[src/rtl/arp_pkg.sv]
// Shared types and constants for the audio resample packetizer.
// Used by every module of the block; no dependencies.
`default_nettype none

package arp_pkg;

  localparam int unsigned PACKET_FRAMES = 960;
  localparam int unsigned OUTPUT_RATE   = 48000;
  localparam int unsigned MIN_RATE      = 8000;
  localparam int unsigned MAX_RESULTS   = 6;

  localparam int unsigned RATE_W  = 19;
  localparam int unsigned PHASE_W = 20;
  localparam int unsigned FRAME_W = 10;
  localparam int unsigned CFG_W   = 19;
  localparam int unsigned CIDX_W  = 2;

  localparam logic [14:0] FLT_SCALE = 15'd32767;

  localparam logic [CIDX_W-1:0] REG_SOURCE_RATE   = 2'd0;
  localparam logic [CIDX_W-1:0] REG_SAMPLE_FORMAT = 2'd1;
  localparam logic [CIDX_W-1:0] REG_STEREO_SOURCE = 2'd2;

  localparam logic [1:0] FMT_FLOAT = 2'd0;
  localparam logic [1:0] FMT_PCM16 = 2'd1;
  localparam logic [1:0] FMT_PCM32 = 2'd2;
  localparam logic [1:0] FMT_NONE  = 2'd3;

  typedef struct packed {
    logic [31:0] first_channel_raw;
    logic [31:0] second_channel_raw;
    logic        buffer_start;
    logic        silent;
    logic [63:0] time_ns;
  } in_word_t;

  typedef struct packed {
    logic signed [15:0] left_sample;
    logic signed [15:0] right_sample;
    logic [15:0]        packet_sequence;
    logic               first_of_packet;
    logic               last_of_packet;
    logic [63:0]        packet_time_ns;
    logic               last_of_run;
  } out_word_t;

  // controller -> datapath
  typedef struct packed {
    logic load;
    logic mul;
    logic rnd;
    logic fin;
    logic chan;
    logic step;
  } cmd_t;

  // datapath -> controller
  typedef struct packed {
    logic below;
  } status_t;

endpackage

`default_nettype wire

[src/rtl/arp_conv.sv]
// Shared sample converter: float32 multiply, single-precision round,
// final shift and round, plus pcm pass-through. Depends on arp_pkg.
`default_nettype none

module arp_conv (
  input  wire logic               clk_i,
  input  wire arp_pkg::cmd_t      cmd_i,
  input  wire logic [31:0]        raw_i,
  input  wire logic [1:0]         fmt_i,
  input  wire logic               silent_i,
  output logic signed [15:0]      sample_o
);

  logic [31:0] raw_q;
  logic [38:0] prod_q;
  logic [24:0] q_q, q_d;
  logic        sh_q;

  logic [23:0] hi;
  logic        g1, s1, up1;

  logic [7:0]  ex;
  logic [7:0]  t, s;
  logic [5:0]  sa, sm1;
  logic [24:0] shifted, lowmask;
  logic        g2, s2;
  logic [16:0] mag;
  logic [15:0] magx, fval, conv;

  always_ff @(posedge clk_i) begin
    if (cmd_i.mul) begin
      raw_q  <= raw_i;
      prod_q <= 39'({1'b1, raw_i[22:0]}) * 39'(arp_pkg::FLT_SCALE);
    end
    if (cmd_i.rnd) begin
      q_q  <= q_d;
      sh_q <= prod_q[38];
    end
  end

  // round product to 24 significant bits, nearest even
  always_comb begin
    if (prod_q[38]) begin
      hi = prod_q[38:15];
      g1 = prod_q[14];
      s1 = |prod_q[13:0];
    end else begin
      hi = prod_q[37:14];
      g1 = prod_q[13];
      s1 = |prod_q[12:0];
    end
    up1 = g1 && (s1 || hi[0]);
    q_d = {1'b0, hi} + 25'(up1);
  end

  always_comb begin
    ex      = raw_q[30:23];
    t       = 8'd150 - ex;
    s       = t - (sh_q ? 8'd15 : 8'd14);
    sa      = s[5:0];
    sm1     = sa - 6'd1;
    shifted = q_q >> sa;
    g2      = |((q_q >> sm1) & 25'd1);
    lowmask = (25'd1 << sm1) - 25'd1;
    s2      = |(q_q & lowmask);
    mag     = shifted[16:0] + 17'(g2 && (s2 || shifted[0]));
    magx    = (mag > 17'd32767) ? 16'h7FFF : {1'b0, mag[14:0]};

    if (ex == 8'hFF && raw_q[22:0] != 23'd0) begin
      fval = 16'h7FFF;
    end else if (ex >= 8'd127) begin
      fval = raw_q[31] ? 16'h8001 : 16'h7FFF;
    end else if (ex < 8'd100) begin
      fval = 16'h0000;
    end else begin
      fval = raw_q[31] ? (~magx + 16'd1) : magx;
    end

    case (fmt_i)
      arp_pkg::FMT_FLOAT: conv = fval;
      arp_pkg::FMT_PCM16: conv = raw_q[15:0];
      default:            conv = raw_q[31:16];
    endcase
  end

  assign sample_o = silent_i ? 16'sd0 : $signed(conv);

endmodule

`default_nettype wire

[src/rtl/arp_ctrl.sv]
// Sequencing state machine: accept, two conversion passes, resample loop.
// Depends on arp_pkg for the command and status structs.
`default_nettype none

module arp_ctrl (
  input  wire logic             clk_i,
  input  wire logic             rst_ni,
  input  wire logic             in_valid_i,
  output logic                  in_ready_o,
  input  wire arp_pkg::status_t status_i,
  output arp_pkg::cmd_t         cmd_o
);

  typedef enum logic [2:0] {
    S_IDLE, S_MUL0, S_RND0, S_FIN0, S_MUL1, S_RND1, S_FIN1, S_LOOP
  } state_e;

  state_e state_q, state_d;
  logic   in_ready_q;
  logic   accept;

  assign accept     = in_valid_i && in_ready_q;
  assign in_ready_o = in_ready_q;

  always_comb begin
    state_d = state_q;
    unique case (state_q)
      S_IDLE: if (accept) state_d = S_MUL0;
      S_MUL0: state_d = S_RND0;
      S_RND0: state_d = S_FIN0;
      S_FIN0: state_d = S_MUL1;
      S_MUL1: state_d = S_RND1;
      S_RND1: state_d = S_FIN1;
      S_FIN1: state_d = S_LOOP;
      S_LOOP: if (!status_i.below) state_d = S_IDLE;
      default: state_d = S_IDLE;
    endcase
  end

  always_comb begin
    cmd_o      = '0;
    cmd_o.load = accept;
    unique case (state_q)
      S_MUL0: cmd_o.mul = 1'b1;
      S_RND0: cmd_o.rnd = 1'b1;
      S_FIN0: cmd_o.fin = 1'b1;
      S_MUL1: begin
        cmd_o.mul  = 1'b1;
        cmd_o.chan = 1'b1;
      end
      S_RND1: begin
        cmd_o.rnd  = 1'b1;
        cmd_o.chan = 1'b1;
      end
      S_FIN1: begin
        cmd_o.fin  = 1'b1;
        cmd_o.chan = 1'b1;
      end
      S_LOOP: cmd_o.step = 1'b1;
      default: ;
    endcase
  end

  always_ff @(posedge clk_i or negedge rst_ni) begin
    if (!rst_ni) begin
      state_q    <= S_IDLE;
      in_ready_q <= 1'b1;
    end else begin
      state_q    <= state_d;
      in_ready_q <= (state_d == S_IDLE);
    end
  end

endmodule

`default_nettype wire

[src/rtl/arp_datapath.sv]
// Datapath: config registers, word register, converter, phase residue,
// packet counters and output register. Depends on arp_pkg and arp_conv.
`default_nettype none

module arp_datapath (
  input  wire logic                        clk_i,
  input  wire logic                        rst_ni,
  input  wire logic                        cfg_we_i,
  input  wire logic [arp_pkg::CIDX_W-1:0]  cfg_index_i,
  input  wire logic [arp_pkg::CFG_W-1:0]   cfg_wdata_i,
  input  wire arp_pkg::in_word_t           in_data_i,
  input  wire arp_pkg::cmd_t               cmd_i,
  output arp_pkg::status_t                 status_o,
  output logic                             out_valid_o,
  input  wire logic                        out_ready_i,
  output arp_pkg::out_word_t               out_data_o
);

  logic [arp_pkg::RATE_W-1:0]  src_rate_q;
  logic [1:0]                  fmt_q;
  logic                        stereo_q;

  arp_pkg::in_word_t           item_q;
  logic signed [15:0]          left_q, right_q, sample;
  logic [arp_pkg::RATE_W-1:0]  residue_q, rate;
  logic [arp_pkg::PHASE_W-1:0] p_q, p_next;
  logic [2:0]                  n_q;
  logic [arp_pkg::FRAME_W-1:0] fip_q;
  logic [15:0]                 seq_q;
  logic                        out_valid_q;
  arp_pkg::out_word_t          out_q, out_d;

  logic produce, emit_en, out_free, below, emit, advance, pkt_last;

  always_ff @(posedge clk_i or negedge rst_ni) begin
    if (!rst_ni) begin
      src_rate_q <= arp_pkg::RATE_W'(arp_pkg::OUTPUT_RATE);
      fmt_q      <= arp_pkg::FMT_FLOAT;
      stereo_q   <= 1'b1;
    end else if (cfg_we_i) begin
      unique case (cfg_index_i)
        arp_pkg::REG_SOURCE_RATE:   src_rate_q <= cfg_wdata_i[arp_pkg::RATE_W-1:0];
        arp_pkg::REG_SAMPLE_FORMAT: fmt_q      <= cfg_wdata_i[1:0];
        arp_pkg::REG_STEREO_SOURCE: stereo_q   <= cfg_wdata_i[0];
        default: ;
      endcase
    end
  end

  arp_conv u_conv (
    .clk_i    (clk_i),
    .cmd_i    (cmd_i),
    .raw_i    (cmd_i.chan ? item_q.second_channel_raw : item_q.first_channel_raw),
    .fmt_i    (fmt_q),
    .silent_i (item_q.silent),
    .sample_o (sample)
  );

  assign rate     = (src_rate_q < arp_pkg::RATE_W'(arp_pkg::MIN_RATE))
                  ? arp_pkg::RATE_W'(arp_pkg::MIN_RATE) : src_rate_q;
  assign p_next   = p_q + arp_pkg::PHASE_W'(rate);
  assign below    = p_q < arp_pkg::PHASE_W'(arp_pkg::OUTPUT_RATE);
  assign produce  = item_q.silent || (fmt_q != arp_pkg::FMT_NONE);
  assign emit_en  = produce && (n_q < 3'(arp_pkg::MAX_RESULTS));
  assign out_free = !out_valid_q || out_ready_i;
  assign emit     = cmd_i.step && below && emit_en && out_free;
  assign advance  = cmd_i.step && below && (!emit_en || out_free);
  assign pkt_last = fip_q >= arp_pkg::FRAME_W'(arp_pkg::PACKET_FRAMES - 1);

  always_comb begin
    out_d.left_sample     = left_q;
    out_d.right_sample    = right_q;
    out_d.packet_sequence = seq_q;
    out_d.first_of_packet = (fip_q == '0);
    out_d.last_of_packet  = pkt_last;
    out_d.packet_time_ns  = pkt_last ? item_q.time_ns : 64'd0;
    out_d.last_of_run     = (p_next >= arp_pkg::PHASE_W'(arp_pkg::OUTPUT_RATE))
                         || (n_q == 3'(arp_pkg::MAX_RESULTS - 1));
  end

  always_ff @(posedge clk_i) begin
    if (cmd_i.load) item_q <= in_data_i;
    if (cmd_i.fin && !cmd_i.chan) left_q <= sample;
    if (cmd_i.fin && cmd_i.chan) right_q <= stereo_q ? sample : left_q;
    if (emit) out_q <= out_d;
  end

  always_ff @(posedge clk_i or negedge rst_ni) begin
    if (!rst_ni) begin
      residue_q   <= '0;
      p_q         <= '0;
      n_q         <= '0;
      fip_q       <= '0;
      seq_q       <= '0;
      out_valid_q <= 1'b0;
    end else begin
      if (cmd_i.load) begin
        p_q <= in_data_i.buffer_start ? '0 : {1'b0, residue_q};
        n_q <= '0;
      end else if (advance) begin
        p_q <= p_next;
      end
      if (cmd_i.step && !below) begin
        residue_q <= arp_pkg::RATE_W'(p_q - arp_pkg::PHASE_W'(arp_pkg::OUTPUT_RATE));
      end
      if (emit) begin
        n_q <= n_q + 3'd1;
        if (pkt_last) begin
          fip_q <= '0;
          seq_q <= seq_q + 16'd1;
        end else begin
          fip_q <= fip_q + arp_pkg::FRAME_W'(1);
        end
      end
      if (emit) out_valid_q <= 1'b1;
      else if (out_ready_i) out_valid_q <= 1'b0;
    end
  end

  assign status_o.below = below;
  assign out_valid_o    = out_valid_q;
  assign out_data_o     = out_q;

endmodule

`default_nettype wire

[src/rtl/audio_resample_packetizer_unit.sv]
// Top level of the audio resample packetizer: controller plus datapath.
// Depends on arp_pkg, arp_ctrl, arp_datapath.
//
//   channel  direction  handshake               payload
//   in       sink       in_valid_i/in_ready_o   arp_pkg::in_word_t
//   out      source     out_valid_o/out_ready_i arp_pkg::out_word_t
//   cfg      sink       cfg_we_i                cfg_index_i, cfg_wdata_i
//
// An input word passes through these steps from accept to next accept: taking it,
// the two conversion passes (multiply, round, final) through the shared float unit,
// the resample steps (zero to six, one frame each unless the format is unsupported
// and the word is not silent) and storing the phase residue.
// Reset is asynchronous; no clearing pass. A stalled output holds the
// resample loop; the next input word is taken while the last frame waits.
`default_nettype none

module audio_resample_packetizer_unit (
  input  wire logic                       clk_i,
  input  wire logic                       rst_ni,
  input  wire logic                       in_valid_i,
  output logic                            in_ready_o,
  input  wire arp_pkg::in_word_t          in_data_i,
  output logic                            out_valid_o,
  input  wire logic                       out_ready_i,
  output arp_pkg::out_word_t              out_data_o,
  input  wire logic                       cfg_we_i,
  input  wire logic [arp_pkg::CIDX_W-1:0] cfg_index_i,
  input  wire logic [arp_pkg::CFG_W-1:0]  cfg_wdata_i
);

  arp_pkg::cmd_t    cmd;
  arp_pkg::status_t status;

  arp_ctrl u_ctrl (
    .clk_i      (clk_i),
    .rst_ni     (rst_ni),
    .in_valid_i (in_valid_i),
    .in_ready_o (in_ready_o),
    .status_i   (status),
    .cmd_o      (cmd)
  );

  arp_datapath u_dp (
    .clk_i       (clk_i),
    .rst_ni      (rst_ni),
    .cfg_we_i    (cfg_we_i),
    .cfg_index_i (cfg_index_i),
    .cfg_wdata_i (cfg_wdata_i),
    .in_data_i   (in_data_i),
    .cmd_i       (cmd),
    .status_o    (status),
    .out_valid_o (out_valid_o),
    .out_ready_i (out_ready_i),
    .out_data_o  (out_data_o)
  );

endmodule

`default_nettype wire

[config.mk]
export PLATFORM = sky130hd
export DESIGN_NAME = audio_resample_packetizer_unit
export DESIGN_NICKNAME = d
export VERILOG_FILES = /design/src/rtl/arp_pkg.sv /design/src/rtl/arp_conv.sv /design/src/rtl/arp_ctrl.sv /design/src/rtl/arp_datapath.sv /design/src/rtl/audio_resample_packetizer_unit.sv
export SDC_FILE = /design/constraint.sdc
export NUM_CORES = 1
export LEC_CHECK = 0
export BUFFER_PORTS_ARGS = -buffer_cell sky130_fd_sc_hd__clkbuf_2
export CORE_ASPECT_RATIO = 1.4
export CORE_MARGIN = 5
export CORE_UTILIZATION = 50
export CTS_BUF_LIST = sky130_fd_sc_hd__clkbuf_2 sky130_fd_sc_hd__clkbuf_4 sky130_fd_sc_hd__clkbuf_8
export DETAILED_ROUTE_END_ITERATION = 7
export PLACE_DENSITY_LB_ADDON = 0.12
export REMOVE_ABC_BUFFERS = 1
export SKIP_CTS_REPAIR_TIMING = 1
export SLEW_MARGIN = 0
export SYNTH_ARGS = -nofsm -noshare
export SYNTH_HDL_FRONTEND = slang
export SYNTH_SLANG_ARGS = --single-unit
[constraint.sdc]
create_clock -name clk_i -period 25.5 [get_ports clk_i]
set_input_delay 3.825 -clock clk_i [delete_from_list [all_inputs] [get_ports clk_i]]
set_output_delay 3.825 -clock clk_i [all_outputs]
set_load 0.03 [all_outputs]
==> impl_metrics.toml <==
[status]
status = "finished, final reports clean"

[sta]
tightest_slew_ns = 1.03
slew_headroom_pct = 31.2
setup_viol = 0
finClkSkew_ns = 0.0441
fmax_mhz = 116
setup_ws_ns = 16.87
hold-worst-slack_ns = 0.421
rsz0062_at_grt = "no"
tns_ns = 0
period_share_pct = 33.9
fin_crit_ns = 8.63
finalMaxSlewViolations = 0
finalHoldViolCount = 0

[synth]
yosysTopAreaCellShare_pct = 37.5
async_flop_share_pct = 20.3
ys_ff_latch = 467
syn_area_per_cell_um2 = 12.3
synthTopCellsByArea = "edfxtp_1, fa_1, dfrtp_1"
synth_flop_cell = "edfxtp_1"
synth_area_mm2 = 0.0298
synth_top_area_cell = "edfxtp_1"
syn-instance-count = 2427
yosys_warnings = 0
seq_area_frac_synth_pct = 45.5
synth_edf_count = 372
yosys.cell_types.count = 118

[global_routing]
gr-total-overflow = 0
grt_max_degree = 100
grt_pass1_wl_mm = 120
grt_pass1_vias = 20900
antenna_found_initial = 3
grt_usage_pct = 23.7

[layout]
mostFrequentLayoutCell = "edfxtp_1"
nets = 3163
syn_to_final_growth_pct = 12.1
mostFrequentLayoutCells = "edfxtp_1, clkbuf_2, inv_1"
ff_latch_area_mm2 = 0.0136
drive_gt1_share_pct = 22.1
multi_input_comb_area_mm2 = 0.0151
n_fill_cell = 5044

[clock_tree]
cts_htree_levels = 3
clk_pin_slew_worst_paths_ns = 0.07
cts_tree = "yes"
insertion_delay_ns = 0.67
max-clock-path-buffers = 3
cts-buffers-inserted = 74
clockRootBuffer = "clkbuf_8"
cts.sinks = 467

[setup_path]
critPathMaxFanout = 32
worstSetupEndpointType = "flip-flop"
worst_path_dominant_cell_family = "adder cells"
critPathArrivalTime_ns = 9.03
cp_num_buf_inv = 6
required_ns = 25.90
crit_slowest_cell = "fa_1"
cp_common_cell = "fa_1"
critical_path_class = "flip-flop to flip-flop"
r2r_slack_ns = 16.87
crit_path_start_kind = "flip-flop"
max_stage_delay_ns = 0.67

[route]
drtPass1Iterations = 5
viasPerCell = 5.72
drc_errors = 0
drtIter0Drc = 1426
postRouteAntennaNets = 0
wl_per_cell_um = 22.0
drt-total-wl_mm = 77.4
vias = 20100

[floorplan]
rows = 105
die_area_mm2 = 0.0646
core-area_mm2 = 0.0589
initial_utilization_pct = 50.6
ioPinCount = 273
die_x_um = 216
fp.dieH_um = 299

[place]
dpl_worst_slack_ns = 16.90
hpwl_mm = 60.0
port_buffers = 272
gp_congestion = 0.902

[run]
drv_cap = 0

[hold_path]
min_path_type = "flip-flop to flip-flop"
[state kept, by name (all words and copies together), names as in the netlist, 2 cells and up]
signal	count
u_dp.out_data_o	115
u_dp.u_conv.q_q	25
u_ctrl.state_q	3
u_dp.n_q	3
u_dp.u_conv.prod_q	38
u_dp.residue_q	19
u_dp.left_q	16
u_dp.u_conv.raw_q	32
u_dp.seq_q	16
u_dp.p_q	20
u_dp.right_q	16
u_dp.fip_q	10
u_dp.item_q	129
u_dp.fmt_q	2
u_dp.src_rate_q	19
[synth_stat cells, types with 8 or more instances]
| library cell | instances |
|---|---|
| a211oi_1 | 13 |
| mux4_1 | 14 |
| or3_1 | 14 |
| xor2_1 | 46 |
| clkbuf_1 | 61 |
| o21ai_0 | 102 |
| nand2_1 | 161 |
| mux4_2 | 25 |
| o31ai_1 | 16 |
| nor3_1 | 40 |
| o21bai_1 | 9 |
| nand3b_1 | 23 |
| inv_1 | 184 |
| ha_1 | 131 |
| and2_1 | 79 |
| o211ai_1 | 12 |
| nand3_1 | 51 |
| o22ai_1 | 8 |
| a21o_1 | 25 |
| nand2b_1 | 19 |
| mux2_2 | 88 |
| a21oi_1 | 108 |
| dfrtp_1 | 86 |
| o21a_1 | 13 |
| dfstp_2 | 9 |
| xnor2_1 | 91 |
| and3_1 | 34 |
| nor4_1 | 16 |
| buf_2 | 14 |
| edfxtp_1 | 372 |
| fa_1 | 173 |
| mux2i_1 | 47 |
| a31oi_1 | 16 |
| nor2b_1 | 19 |
| nor3b_1 | 8 |
| nand4_1 | 23 |
| nor2_1 | 101 |
[worst paths after layout]
check	cells past startpoint	startpoint	to
max	28	u_ctrl.state_q[2]	u_dp.u_conv.prod_q[36]
min	0	u_dp.right_q[0]	u_dp.out_data_o[83]
max reg2reg	28	u_ctrl.state_q[2]	u_dp.u_conv.prod_q[36]
min reg2reg	0	u_dp.right_q[0]	u_dp.out_data_o[83]
max in group asynchronous	2	rst_ni	u_dp.p_q[11]
min in group asynchronous	1	rst_ni	u_dp.seq_q[12]
[logic make-up (layout without fill, tap and decap cells)]
| logic type | after synthesis | in the layout | share of synthesized area, % |
|---|---|---|---|
| multiplexers | 179 | 179 | 8.30 |
| buffers and inverters | 283 | 616 | 3.95 |
| adder cells (fa/ha/maj) | 304 | 304 | 17.1 |
| other | 0 | 1 | 0 |
| AND/OR/NAND/NOR | 633 | 633 | 11.3 |
| AO/OA/AOI/OAI | 420 | 420 | 9.50 |
| XOR/XNOR | 141 | 141 | 4.25 |
| flip-flops | 467 | 467 | 45.5 |
[layer usage]
layer / global-route usage [%] / wire length [µm]
met4: 8.67 / 2640
met5: 0 / 0
met3: 3.24 / 3390
met1: 28.5 / 30000
met2: 43.4 / 41300
[layout make-up]
cell class                      instances  area share, %
Antenna cell                            1        0.00750
Clock buffer                          109           3.97
Clock inverter                         24          0.645
Inverter                              187           2.13
Multi-Input combinational cell       1677           45.2
Sequential cell                       467           40.6
Tap cell                              749           2.81
Timing Repair Buffer                  296           4.63
[through the flow]
step	cell area [µm²]	util, %	std cells
floorplan	29300	-	2331
CTS	33400	56.7	3509
detailed placement	31800	54.1	3376
finish	33400	56.7	3510
global route	33400	56.7	3510
global placement	31800	54.1	3376
Power is left out: the tool's default activity adds up to more than one toggle a clock period on the data nets, which glitch-free logic cannot reach.
